$ cat src/hw/rtl/tspc_pkg.sv
// ----------------------------------------------------------------------------
// tspc_pkg
// Shared types and constants of the timed shutter position controller.
// ----------------------------------------------------------------------------
package tspc_pkg;

    localparam int unsigned POS_W    = 7;
    localparam int unsigned TRAVEL_W = 20;
    localparam int unsigned STEP_W   = 14;
    localparam int unsigned RECIP_W  = 21;
    localparam int unsigned PROD_W   = TRAVEL_W + RECIP_W;
    localparam int unsigned SHIFT    = 27;
    localparam int unsigned ADDR_W   = 3;
    localparam int unsigned DATA_W   = 32;

    localparam logic [POS_W-1:0]    POS_MAX      = 7'd100;
    localparam logic [TRAVEL_W-1:0] TRAVEL_RESET = 20'd27000;
    localparam logic [STEP_W-1:0]   STEP_RESET   = 14'd270;
    localparam logic [STEP_W-1:0]   TIMER_MAX    = 14'd16383;
    // ceil(2^27 / 100): exact floor(x / 100) for any 20-bit x
    localparam logic [RECIP_W-1:0]  STEP_RECIP   = 21'd1342178;

    localparam logic [0:0] REG_TRAVEL = 1'b0;

    localparam logic [1:0] CMD_NONE = 2'd0;
    localparam logic [1:0] CMD_UP   = 2'd1;
    localparam logic [1:0] CMD_DOWN = 2'd2;
    localparam logic [1:0] CMD_STOP = 2'd3;

    typedef struct packed {
        logic [1:0] command;
        logic       up_button;
        logic       down_button;
    } cmd_t;

    typedef struct packed {
        logic             motor_up;
        logic             motor_down;
        logic [POS_W-1:0] position;
        logic             report_valid;
    } res_t;

endpackage

$ cat src/hw/rtl/tspc_cfg.sv
// ----------------------------------------------------------------------------
// tspc_cfg
// APB register file: travel time and the derived per-step length in ms.
// ----------------------------------------------------------------------------
module tspc_cfg (
    input  logic                         clk,
    input  logic                         rst_n,
    input  logic                         psel,
    input  logic                         penable,
    input  logic                         pwrite,
    input  logic [tspc_pkg::ADDR_W-1:0]  paddr,
    input  logic [tspc_pkg::DATA_W-1:0]  pwdata,
    output logic [tspc_pkg::DATA_W-1:0]  prdata,
    output logic                         pready,
    output logic [tspc_pkg::STEP_W-1:0]  step_len
);

    logic [tspc_pkg::TRAVEL_W-1:0] travel_reg;
    logic [tspc_pkg::STEP_W-1:0]   step_reg;
    logic [tspc_pkg::PROD_W-1:0]   prod;
    logic                          wr_en;

    assign pready = 1'b1;
    assign wr_en  = psel && penable && pwrite && (paddr[2] == tspc_pkg::REG_TRAVEL);

    // step = travel / 100 via reciprocal multiply
    assign prod = {{tspc_pkg::RECIP_W{1'b0}}, pwdata[tspc_pkg::TRAVEL_W-1:0]}
                * {{tspc_pkg::TRAVEL_W{1'b0}}, tspc_pkg::STEP_RECIP};

    always_ff @(posedge clk or negedge rst_n)
    begin
        if (!rst_n)
        begin
            travel_reg <= tspc_pkg::TRAVEL_RESET;
            step_reg   <= tspc_pkg::STEP_RESET;
        end
        else if (wr_en)
        begin
            travel_reg <= pwdata[tspc_pkg::TRAVEL_W-1:0];
            step_reg   <= prod[tspc_pkg::SHIFT+tspc_pkg::STEP_W-1:tspc_pkg::SHIFT];
        end
    end

    always_comb
    begin
        prdata = '0;
        if (paddr[2] == tspc_pkg::REG_TRAVEL)
        begin
            prdata = {{(tspc_pkg::DATA_W-tspc_pkg::TRAVEL_W){1'b0}}, travel_reg};
        end
    end

    assign step_len = step_reg;

endmodule

$ cat src/hw/rtl/tspc_core.sv
// ----------------------------------------------------------------------------
// tspc_core
// Target, position estimate, motion and step timer; one tick per enable.
// ----------------------------------------------------------------------------
module tspc_core (
    input  logic                        clk,
    input  logic                        rst_n,
    input  logic                        en,
    input  tspc_pkg::cmd_t              item,
    input  logic [tspc_pkg::STEP_W-1:0] step_len,
    output tspc_pkg::res_t              result
);

    typedef enum logic [1:0] {
        MOT_IDLE = 2'd0,
        MOT_UP   = 2'd1,
        MOT_DOWN = 2'd2
    } motion_t;

    logic [tspc_pkg::POS_W-1:0]  target_reg, target_next;
    logic [tspc_pkg::POS_W-1:0]  est_reg, est_next;
    logic [tspc_pkg::STEP_W-1:0] timer_reg, timer_next;
    motion_t                     motion_reg, motion_next;

    logic [tspc_pkg::POS_W-1:0]  tgt_cmd;
    logic [tspc_pkg::POS_W-1:0]  est_btn;
    logic [tspc_pkg::STEP_W-1:0] timer_inc;
    logic [tspc_pkg::STEP_W-1:0] timer_a;
    logic                        changed;
    logic                        step;

    always_comb
    begin
        case (item.command)
            tspc_pkg::CMD_UP:   tgt_cmd = '0;
            tspc_pkg::CMD_DOWN: tgt_cmd = tspc_pkg::POS_MAX;
            tspc_pkg::CMD_STOP: tgt_cmd = est_reg;
            default:            tgt_cmd = target_reg;
        endcase

        target_next = tgt_cmd;
        est_btn     = est_reg;
        if (item.up_button && !item.down_button)
        begin
            target_next = (est_reg == '0) ? '0 : est_reg - 7'd1;
            if (est_reg == '0)
            begin
                est_btn = 7'd1;
            end
        end
        else if (item.down_button && !item.up_button)
        begin
            target_next = (est_reg >= tspc_pkg::POS_MAX) ? tspc_pkg::POS_MAX
                                                          : est_reg + 7'd1;
            if (est_reg == tspc_pkg::POS_MAX)
            begin
                est_btn = tspc_pkg::POS_MAX - 7'd1;
            end
        end

        timer_inc = (timer_reg == tspc_pkg::TIMER_MAX) ? timer_reg : timer_reg + 14'd1;

        if (target_next > est_btn)
        begin
            motion_next = MOT_DOWN;
        end
        else if (target_next < est_btn)
        begin
            motion_next = MOT_UP;
        end
        else
        begin
            motion_next = MOT_IDLE;
        end

        changed = (motion_next != motion_reg);
        timer_a = changed ? '0 : timer_inc;
        step    = (timer_a >= step_len);

        est_next   = est_btn;
        timer_next = timer_a;
        if (step)
        begin
            timer_next = '0;
            case (motion_next)
                MOT_DOWN: est_next = est_btn + 7'd1;
                MOT_UP:   est_next = est_btn - 7'd1;
                default:  est_next = est_btn;
            endcase
        end

        result.motor_up     = (motion_next == MOT_UP);
        result.motor_down   = (motion_next == MOT_DOWN);
        result.position     = est_next;
        result.report_valid = changed && (motion_next == MOT_IDLE);
    end

    always_ff @(posedge clk or negedge rst_n)
    begin
        if (!rst_n)
        begin
            target_reg <= '0;
            est_reg    <= '0;
            timer_reg  <= '0;
            motion_reg <= MOT_IDLE;
        end
        else if (en)
        begin
            target_reg <= target_next;
            est_reg    <= est_next;
            timer_reg  <= timer_next;
            motion_reg <= motion_next;
        end
    end

endmodule

$ cat src/hw/rtl/timed_shutter_position_controller_unit.sv
// ----------------------------------------------------------------------------
// timed_shutter_position_controller_unit
// Millisecond-tick shutter controller: one result beat per input beat.
//
// Input channel (cmd_valid/cmd_stall/cmd_data) carries one tick: remote
// command plus the two wall buttons. Output channel (res_valid/res_stall/
// res_data) returns motor drive, estimated position and a stop report.
// A beat lands in an input register, the state update runs in one
// combinational pass, and the result is held in an output register:
// res_valid rises once the beat has moved from the input register into the
// output register; throughput 1 beat per cycle while the receiver does not
// stall.
// When the receiver stalls, the output register holds its beat and the
// input register takes one more; cmd_stall rises only when both are full.
// Reset clears state to position 0 (fully up), idle, travel time 27000 ms.
// APB register 0 at address 0 is the travel time; the step length is
// derived at write time, so writes take effect for the next beat.
// ----------------------------------------------------------------------------
module timed_shutter_position_controller_unit (
    input  logic                        clk,
    input  logic                        rst_n,
    input  logic                        cmd_valid,
    output logic                        cmd_stall,
    input  tspc_pkg::cmd_t              cmd_data,
    output logic                        res_valid,
    input  logic                        res_stall,
    output tspc_pkg::res_t              res_data,
    input  logic                        psel,
    input  logic                        penable,
    input  logic                        pwrite,
    input  logic [tspc_pkg::ADDR_W-1:0] paddr,
    input  logic [tspc_pkg::DATA_W-1:0] pwdata,
    output logic [tspc_pkg::DATA_W-1:0] prdata,
    output logic                        pready
);

    logic                        in_valid_reg;
    tspc_pkg::cmd_t              in_data_reg;
    logic                        out_valid_reg;
    tspc_pkg::res_t              out_data_reg;
    logic                        advance;
    logic                        take;
    tspc_pkg::res_t              result;
    logic [tspc_pkg::STEP_W-1:0] step_len;

    assign advance   = in_valid_reg && (!out_valid_reg || !res_stall);
    assign cmd_stall = in_valid_reg && !advance;
    assign take      = cmd_valid && !cmd_stall;

    tspc_cfg u_cfg (
        .clk      (clk),
        .rst_n    (rst_n),
        .psel     (psel),
        .penable  (penable),
        .pwrite   (pwrite),
        .paddr    (paddr),
        .pwdata   (pwdata),
        .prdata   (prdata),
        .pready   (pready),
        .step_len (step_len)
    );

    tspc_core u_core (
        .clk      (clk),
        .rst_n    (rst_n),
        .en       (advance),
        .item     (in_data_reg),
        .step_len (step_len),
        .result   (result)
    );

    always_ff @(posedge clk or negedge rst_n)
    begin
        if (!rst_n)
        begin
            in_valid_reg  <= 1'b0;
            out_valid_reg <= 1'b0;
        end
        else
        begin
            if (take)
            begin
                in_valid_reg <= 1'b1;
            end
            else if (advance)
            begin
                in_valid_reg <= 1'b0;
            end
            if (advance)
            begin
                out_valid_reg <= 1'b1;
            end
            else if (!res_stall)
            begin
                out_valid_reg <= 1'b0;
            end
        end
    end

    always_ff @(posedge clk)
    begin
        if (take)
        begin
            in_data_reg <= cmd_data;
        end
        if (advance)
        begin
            out_data_reg <= result;
        end
    end

    assign res_valid = out_valid_reg;
    assign res_data  = out_data_reg;

    a_motor_exclusive: assert property (@(posedge clk) disable iff (!rst_n)
        res_valid |-> !(res_data.motor_up && res_data.motor_down))
        else $error("both directions driven");

    a_report_idle: assert property (@(posedge clk) disable iff (!rst_n)
        (res_valid && res_data.report_valid)
            |-> (!res_data.motor_up && !res_data.motor_down))
        else $error("report while motor runs");

    a_pos_range: assert property (@(posedge clk) disable iff (!rst_n)
        res_valid |-> (res_data.position <= tspc_pkg::POS_MAX))
        else $error("position out of range");

    a_stall_full: assert property (@(posedge clk) disable iff (!rst_n)
        cmd_stall |-> (in_valid_reg && out_valid_reg && res_stall))
        else $error("stall with free buffer");

endmodule

$ cat config.mk
export PLATFORM = sky130hd
export DESIGN_NAME = timed_shutter_position_controller_unit
export DESIGN_NICKNAME = d
export VERILOG_FILES = /design/src/hw/rtl/tspc_pkg.sv /design/src/hw/rtl/tspc_cfg.sv /design/src/hw/rtl/tspc_core.sv /design/src/hw/rtl/timed_shutter_position_controller_unit.sv
export SDC_FILE = /design/constraint.sdc
export NUM_CORES = 1
export LEC_CHECK = 0
export ABC_AREA = 1
export BUFFER_PORTS_ARGS = -buffer_cell sky130_fd_sc_hd__buf_2
export CAP_MARGIN = 25
export CORE_ASPECT_RATIO = 1.75
export CORE_MARGIN = 1.5
export CORE_UTILIZATION = 42
export DETAILED_ROUTE_END_ITERATION = 7
export HOLD_SLACK_MARGIN = 0.15
export PLACE_DENSITY_LB_ADDON = 0.08
export SKIP_CTS_REPAIR_TIMING = 1
export SKIP_LAST_GASP = 1
export SYNTH_ARGS = -nofsm -noshare
export SYNTH_HDL_FRONTEND = slang
export SYNTH_HIERARCHICAL = 1
export SYNTH_SLANG_ARGS = --single-unit
$ cat constraint.sdc
create_clock -name clk -period 5.04 [get_ports clk]
set_clock_uncertainty 0.2 [all_clocks]
set_input_delay 0.252 -clock clk [delete_from_list [all_inputs] [get_ports clk]]
set_output_delay 0.252 -clock clk [all_outputs]
set_load 0.1 [all_outputs]
### Word-level counts from Yosys, hierarchy flattened

Index checks and enable logic that the tools add are counted.

| operators by class | value |
|---|---|
| $add $sub $neg | 5 |
| multiply operators | 1 |
| magnitude comparators | 4 |
| eq/ne operators | 9 |
| muxes and demuxes | 21 |
| bitwise logic cells | 1 |
| reductions and logical operators | 19 |

Operator list:

| kind | count |
|---|---|
| two-way mux 7 bit | 9 |
| two-way mux 14 bit | 3 |
| multiplier 20 x 20 -> 40 bit (second input constant) | 1 |
| one-hot mux 7 bit (3 select lines) | 1 |
| two-way mux 20 bit | 1 |
| adder 14 x 1 -> 14 bit (second input constant) | 1 |
| adder 7 x 1 -> 7 bit (second input constant) | 2 |
| equality test 14 bit (second input constant) | 1 |
| >= comparator 14 bit | 1 |
| one-hot mux 7 bit (2 select lines) | 1 |
| subtractor 7 x 1 -> 7 bit (second input constant) | 2 |
| logical AND 1 bit | 9 |
| equality test 7 bit (second input constant) | 1 |
| >= comparator 7 bit (second input constant) | 1 |
| > comparator 7 bit | 1 |
| zero test 7 bit | 1 |
| < comparator 7 bit | 1 |
| equality test 2 bit (second input constant) | 3 |
| zero test 1 bit | 6 |
| two-way mux 1 bit | 5 |
| equality test 2 x 1 -> 1 bit (second input constant) | 2 |
| zero test 2 bit | 1 |
| two-way mux 2 bit | 1 |
| inequality test 2 x 1 -> 1 bit (second input constant) | 1 |
| other kinds (4) | 4 |

| word-level totals | value |
|---|---|
| register bits after elaboration | 80 |
| output and inout port bits | 45 |
| word-level logic and storage cells | 75 |

### Logic depth before layout (Yosys ltp)

Gate-level depths: netlist of the first run.

| logic depth | value |
|---|---|
| word-level depth | 11 |
| mapped depth | 36 |
| depth with buffers taken out | 35 |

### Cells and area by module

Netlist of the first run, hierarchy kept.

Modules (own cells, without submodules):

| module | times used | cells an instance | area each (µm²) | sequential area each (µm²) |
|---|---|---|---|---|
| tspc_cfg | 1 | 1,169 | 9,725.6 | 865.8 |
| tspc_core | 1 | 505 | 3,233.1 | 750.7 |
| timed_shutter_position_controller_unit | 1 | 26 | 515.5 | 470.5 |

### Worst setup path after synthesis of the first run

Ideal clock, no wire load.

| timing path | value |
|---|---|
| path kind | input to register |
| from | in pwdata[8] in the netlist's numbering |
| to | reg u_cfg.step_reg (netlist bit u_cfg/step_len[11]) |
| library setup time | 0.117 ns |
| arrival time | 4.853 ns |
| slack | -0.130 ns |
| stages | 20 |
| buffers on the path | 0 |
| cell sequence | ha_1 > inv_1 > fa_1 > fa_1 > fa_1 > inv_1 > fa_1 > fa_1 > inv_1 > fa_1 > inv_1 > ha_1 > a21o_1 > a21oi_1 > a21boi_0 > nand2_1 > nand2_1 > nand3_1 > nand3_1 > nand2_1 |

| on the way | value |
|---|---|
| cells in the longest elaborated chain, start to end | 1 |

RTL lines:

| item | RTL line | text |
|---|---|---|
| start: declaration | timed_shutter_position_controller_unit.sv:32 | `input logic [tspc_pkg::DATA_W-1:0] pwdata,` |
| multiplier 20 x 20 -> 40 bit | tspc_cfg.sv:28 | `* {{tspc_pkg::TRAVEL_W{1'b0}}, tspc_pkg::STEP_RECIP};` |
| end signal: assignment | tspc_cfg.sv:35 | `step_reg <= tspc_pkg::STEP_RESET;` |
| end signal: assignment | tspc_cfg.sv:40 | `step_reg <= prod[tspc_pkg::SHIFT+tspc_pkg::STEP_W-1:tspc_pkg::SHIFT];` |
| end: declaration | tspc_cfg.sv:19 | `logic [tspc_pkg::STEP_W-1:0] step_reg;` |

No other way between the ends.
A chain may end at the register's enable or synchronous reset.

### Worst setup path in the final report of the first run

| timing path | value |
|---|---|
| from | in pwdata[8] in the netlist's numbering |
| to | reg u_cfg.step_reg (netlist bit u_cfg/step_len[13]) |

The elaborated chain is that of the path after synthesis.

==> out/metrics.yaml, run 1 <==
worst_hold_path:
  min_path_type: "input port to async pin"
final_layout:
  drive_gt1_share_pct: 28.3
  post-route-util_pct: 55.8
  nFillCells: 3026
  synthToLayoutAreaGrowth_pct: 30.6
  final_cell_mix: "381 x inv_1, 297 x nand2_1, 202 x buf_4"
  antenna_cells: 0
  mostFrequentLayoutCell: "inv_1"
  largest_register_ffs: 20
  fin_nets: 2411
worst_setup_path:
  worst_setup_path_start_kind: "input port"
  setup.worst_path.class: "input port to flop"
  critPathCaptureType: "flop"
  worst-path-max-fanout: 8
  required_ps: 5080
  critical_path_arrival_ps: 5070
logic_synthesis:
  ys_ff_latch: 80
  ys_types: 49
  synthFlopType: "dfrtp_1"
  syn_avg_cell_area_um2: 7.93
  ys_warn_count: 6
  syn_inst: 1700
  syn_area_um2: 13500
  ys_seq_area_share_pct: 15.5
  synth_edf_count: 14
  async_reset_ff_share_pct: 82.5
sta:
  setup_tns_ps: 0
  rsz0062_at_grt: "true"
  setup_violations: 0
  maxSlewViolCount: 0
  finalHoldViolCount: 0
  worst_pin_slew_ps: 699
  final.min_clock_period_ps: 5020
  slew_headroom_pct: 53.4
  period_share_pct: 99.7
  max_freq_mhz: 199
die:
  ios: 91
  dieHeight_um: 240
  rows: 86
  chipWidth_um: 138
  core_um2: 31500
  dieArea_um2: 33200
  initial_utilization_pct: 42.7
global_routing:
  grt_remaining_overflow: 0
  grt_pass1_wl_um: 61700
  grtUsageTotal_pct: 24.1
  antenna_found_initial: 0
  grt_pass1_vias: 12200
  grt_max_degree: 52
routing:
  vias: 11600
  drtAntennaViolNets: 0
  wl_per_cell_um: 16.9
  viasPerCell: 4.88
  drt_iter0_markers: 307
  wirelength_um: 40000
  first_pass_iters: 7
  drcViolationCount: 0
outcome:
  run_status: "complete, no violations"
cts:
  htreeDepth: 3
  cts_buffers: 9
  clk_path_buf_depth: 2
  clock_sinks: 80
  clk_pin_slew_ps: 70
  cts_root_buf: "clkbuf_16"
  cts_tree: "yes"
  clock_latency_ps: 350
job:
  cap_viol_max_count: 0
placed_design:
  place_hpwl_um: 34100
  gp_congestion: 0.907
  port_buffers: 63
==> layer usage <==
metal  global-route usage (%)  up-vias  wire length, um
met1                     23.4     5575            14000
met2                     51.3      162            23400
met5                        0        -                0
met4                     9.89        0             1930
met3                     1.39       77              600
li1                         -     5755                -
==> worst max-delay path: stages <==
cell and delay (ps):
buf_12 120, ha_4 260, inv_2 30, fa_1 590, fa_2 450, fa_1 520
inv_2 40, fa_2 450, fa_1 500, inv_2 40, fa_1 500, inv_2 50
ha_4 250, nand2_4 90, buf_6 120, nor2_4 40, nor2_4 80, nor2_1 50
nor2_1 160, nor2_1 80, nor2_1 140, nand3_1 90, nand3_1 90, nand2_1 50
==> cell usage after synthesis (2+ instances only) <==
master    number  area [um2]
a21boi_0       2        15.0
a21o_1         5        37.5
a21oi_1       55         275
a31oi_1        8        50.1
and2_1         7        43.8
and3_1         2        12.5
buf_2          6        30.0
buf_4         15         113
buf_6          2        22.5
clkbuf_1      13        48.8
clkinv_1       2        7.51
conb_1         2        7.51
dfrtp_1       54        1350
dfstp_2       12         315
edfxtp_1      14         420
fa_1         145        2900
ha_1         250        3130
inv_1        415        1560
inv_2          8        30.0
nand2_1      330        1240
nand2_2        8        50.1
nand2_4        2        22.5
nand3_1       82         410
nand3_2        3        30.0
nand3b_1       6        45.0
nand4_1        8        50.1
nor2_1       109         409
nor2_2         7        43.8
nor2_4         3        33.8
nor3_1        15        75.1
o21a_1         2        15.0
o21ai_0       62         310
o21ai_1       10        50.1
o21bai_1       3        22.5
or2_2          2        12.5
xnor2_1        7        61.3
xor2_1        12         105
==> layout make-up <==
cell class                 count  area, um2  share of cell area (%)
clock buffer                   9        225                    1.28
multi-input combinational   1168      10800                    61.5
tap                          396        495                    2.82
timing repair buffer         286       2220                    12.6
sequential                    80       2090                    11.9
clock inverter                 7        125                   0.711
inverter                     425       1610                    9.15
==> per-stage QoR <==
step / setup WS [ps] / area (um2) / instances / hold slack, ps
after global routing: -194 / 17600 / 2371 / 163
after detailed placement: -767 / 15700 / 2327 / 2.89
final: 16.7 / 17600 / 2371 / 150
after CTS: -382 / 16000 / 2343 / -384
after floorplan: 0.988 / 13600 / 1711 / -244
after global placement: -708 / 15700 / 2327 / -10.8
==> cells by family (layout without fill, tap and decap cells) <==
family                   count (synthesis)  count (layout)  synth area share [%]
other                                    2              13                0.0557
AND/OR/NAND/NOR                        587             587                  18.7
adder cells (fa/ha/maj)                395             395                  44.8
flip-flops                              80              80                  15.5
buffers and inverters                  463             727                  13.5
AO/OA/AOI/OAI                          154             154                  6.26
XOR/XNOR                                19              19                  1.24
==> path summary, 6_finish.rpt <==
| check | slack, ps | end | cells past startpoint | startpoint |
|---|---|---|---|---|
| setup / recovery | 20 | u_cfg/step_len[13]$_DFFE_PN0P_ | 24 | pwdata[8] |
| hold / removal | 150 | u_core/est_reg[4]$_DFFE_PN0P_ | 2 | rst_n |
| setup reg to reg | 370 | res_data[6]$_DFFE_PP_ | 27 | u_core/est_reg[0]$_DFFE_PN0P_ |
| hold reg to reg | 270 | u_cfg/step_len[2]$_DFFE_PN1P_ | 2 | u_cfg/step_len[2]$_DFFE_PN1P_ |
| max in group asynchronous | 3450 | u_core/timer_reg[10]$_DFFE_PN0P_ | 3 | rst_n |
| min in group clk | 160 | u_cfg/travel_reg[3]$_DFFE_PN1P_ | 4 | pwdata[3] |
Power of run 1 is not shown: default switching activity piles up to over one toggle a cycle in this logic, so the estimate is an artifact.
==> run 2, diff against run 1 <==
--- a/config.mk
+++ b/config.mk
@@ -5,7 +5,6 @@
 export SDC_FILE = /design/constraint.sdc
 export NUM_CORES = 1
 export LEC_CHECK = 0
-export ABC_AREA = 1
 export BUFFER_PORTS_ARGS = -buffer_cell sky130_fd_sc_hd__buf_2
 export CAP_MARGIN = 25
 export CORE_ASPECT_RATIO = 1.75
==> constraint.sdc (replaced) <==
create_clock -name clk -period 4.6 [get_ports clk]
set_clock_uncertainty 0.2 [all_clocks]
set_input_delay 0.23 -clock clk [delete_from_list [all_inputs] [get_ports clk]]
set_output_delay 0.23 -clock clk [all_outputs]
set_load 0.1 [all_outputs]
==> run 2 against run 1 <==
The run now ends with negative setup slack left. Core utilization up 1.1 points. Worst hold slack worse by 48 ps. Cell count down 15%. Worst setup slack worse by 890 ps. Count of clock-buffer cells in the layout up 6. Routed wire length down 13%. Global-route usage down 2.0 points. Via count down 13%. Largest cell class unchanged.
==> out/metrics.yaml, run 2 <==
sta:
  setup_violations: 42  # +42
  period_share_pct: 119
  final.min_clock_period_ps: 5470
  fin_ws_ps: -872  # -889 ps
  slew_headroom_pct: 40.4  # -13 points
  finalHoldViolCount: 0  # unchanged
  maxSlewViolCount: 0  # unchanged
  max_freq_mhz: 183
  rsz0062_at_grt: "true"
  worst_pin_slew_ps: 893  # +194 ps
outcome:
  run_status: "complete, but fails checks"
  violations: "negative setup slack"
logic_synthesis:
  yosys-top-cells-count: "313 x inv_1, 250 x ha_1, 145 x fa_1"
  syn_area_um2: 12700  # -5.9%
  yosys-top-cells-area: "ha_1 25%, fa_1 23%, dfrtp_1 11%"
  synthFlopType: "dfrtp_1"
  synth_area_leader_cell: "ha_1"
  ys_warn_count: 6  # unchanged
  ys_types: 78  # +59%
  syn_avg_cell_area_um2: 9.56  # +21%
  yosysMostFrequentCell: "inv_1"
  async_reset_ff_share_pct: 82.5  # unchanged
  ys_seq_area_share_pct: 16.5  # +0.97 points
  ys_ff_latch: 80  # unchanged
  synth_top_area_share_pct: 24.7  # +1.5 points
  syn_inst: 1326  # -22%
  synth_edf_count: 14  # unchanged
final_layout:
  fin_area_um2: 17000  # -3.5%
  final_cell_mix: "280 x inv_1, 235 x buf_4, 199 x ha_1"
  regArea_um2: 2090  # +0.12%
  multiInputGateArea_um2: 10300  # -4.9%
  mostFrequentLayoutCell: "inv_1"
  nFillCells: 2718  # -10%
  synthToLayoutAreaGrowth_pct: 33.9
  fin_nets: 2074  # -14%
  drive_gt1_share_pct: 33.3  # +5.1 points
  largest_register_ffs: 20  # unchanged
  antenna_cells: 0  # unchanged
placed_design:
  place_hpwl_um: 29400  # -14%
  port_buffers: 63  # unchanged
  place_area_um2: 15200  # -3.3%
  gp_congestion: 0.895  # -1.3%
worst_setup_path:
  cpMostUsedCell: "fa_1"
  critPathCaptureType: "flop"
  cpMaxStageDelayCell: "fa_2"
  reg2reg_depth: 20  # -26%
  worst-path-max-fanout: 6  # -2
  worst_setup_path_start_kind: "input port"
  path_cells: "buf_4 -> buf_6 -> fa_1 -> ha_4 -> inv_1 -> fa_1 -> inv_1 -> fa_2 -> fa_1 -> fa_2 -> ha_2 -> ha_4 -> nand2_2 -> nor3_4 -> o21ai_1 -> a211o_1 -> a21o_1 -> a21o_1 -> a211o_1 -> nand3_1"
  setup.worst_path.class: "input port to flop"
  critPathMaxStageDelay_ps: 570  # -20 ps
  critical_path_arrival_ps: 5560  # +490 ps
  required_ps: 4690  # -390 ps
global_routing:
  grt_remaining_overflow: 0  # unchanged
  antenna_found_initial: 0  # unchanged
  grt_pass1_wl_um: 52800  # -14%
  grt_max_degree: 70  # +35%
  grtUsageTotal_pct: 22.1  # -2.0 points
  grt_pass1_vias: 10300  # -15%
cts:
  cts_tree: "yes"
  cts_root_buf: "clkbuf_16"
  htreeDepth: 3  # unchanged
  cts_buffers: 9  # unchanged
  clk_path_buf_depth: 2  # unchanged
  clk_pin_slew_ps: 60  # about the same
  clock_latency_ps: 360  # about the same
  clock_sinks: 80  # unchanged
worst_hold_path:
  worstHoldPathCells: 4
  min_path_type: "input port to flop"
die:
  initial_utilization_pct: 42.5  # -0.27 points
  dieHeight_um: 233  # -3.0%
  rows: 84  # -2.3%
  dieArea_um2: 31300  # -5.8%
  chipWidth_um: 134  # -2.9%
  core_um2: 29800  # -5.3%
  ios: 91  # unchanged
routing:
  drtAntennaViolNets: 0  # unchanged
  drt_iter0_markers: 303  # -1.3%
  vias: 10100  # -13%
  wl_per_cell_um: 17.2  # +2.0%
  viasPerCell: 5.00  # +2.4%
  first_pass_iters: 5  # -2
  wirelength_um: 34800  # -13%
  drcViolationCount: 0  # unchanged
job:
  cap_viol_max_count: 0  # unchanged
[run 2: cell count changes in the layout (fill, tap and decap cells not counted), sizes merged, moves of 7 or more]
cell / before / now
nor2: 119 / 42
a211oi: 0 / 9
nor2b: 0 / 22
o22ai: 1 / 8
xnor2: 7 / 24
inv: 426 / 312
nand2: 340 / 66
buf: 271 / 313
nand3: 86 / 24
a21o: 5 / 20
nand2b: 0 / 10
mux2: 0 / 20
o21ai: 73 / 57
a21oi: 57 / 46
[run 2: cell families after synthesis]
family	after synthesis	share of synthesized area, %
buffers and inverters	360	11.4
AOI/OAI and AO/OA	209	10.9
other	2	0.0592
adders and majority gates	395	47.6
DFF	80	16.5
xor gates and xnor gates	30	2.07
muxes	23	2.09
and+or+nand+nor	227	9.40
[run 2: path summary, 6_finish.rpt]
kind                                                     from  slack (ps)                              end
max in group asynchronous                               rst_n        2840  u_cfg/travel_reg[4]$_DFFE_PN1P_
min in group asynchronous                               rst_n         320  u_core/timer_reg[8]$_DFFE_PN0P_
worst min-delay path                                pwdata[0]         100  u_cfg/travel_reg[0]$_DFFE_PN0P_
worst max-delay path                                pwdata[9]        -870    u_cfg/step_len[8]$_DFFE_PN1P_
worst max register to register  u_core/est_reg[3]$_DFFE_PN0P_        -700    u_core/est_reg[1]$_DFFE_PN0P_
worst min register to register  u_cfg/step_len[1]$_DFFE_PN1P_         270    u_cfg/step_len[1]$_DFFE_PN1P_
[run 2: per-layer routing]
metal  part of all wire (%)  track usage (%)  wire [um]
met2                     58             44.7      20200
met4                    3.6             8.10       1260
met3                    1.9             1.55        670
met1                     36             23.3      12700
met5                      0                0          0
[run 2: critical path: cells and delay by family]
family,cells,cell delay (ps)
fa+ha+maj,8,3430
compound gates,5,1130
simple gates,3,350
buf+inv,4,400
[run 2: per-stage QoR]
stage / TNS (ps) / instances / hold slack [ps] / setup WS [ps] / util (%)
2_1_floorplan: -13470 / 1337 / -266 / -662 / -
3_3_place_gp: -41610 / 1961 / 207 / -1350 / 50.8
3_5_place_dp: -41250 / 1961 / 209 / -1370 / 50.8
4_1_cts: -37460 / 1977 / -166 / -1050 / 51.8
5_1_grt: -29040 / 2025 / 158 / -1030 / 56.8
6_report: -22870 / 2025 / 102 / -872 / 56.8
[run 2: layout make-up]
cell class                 instances  area share (%)
multi-input combinational        899            60.7
clock buffer                      15            1.83
tap                              387            2.85
clock inverter                     1          0.0295
inverter                         313            7.03
sequential                        80            12.3
timing repair buffer             330            15.3
Power of run 2 is left out for the same reason.
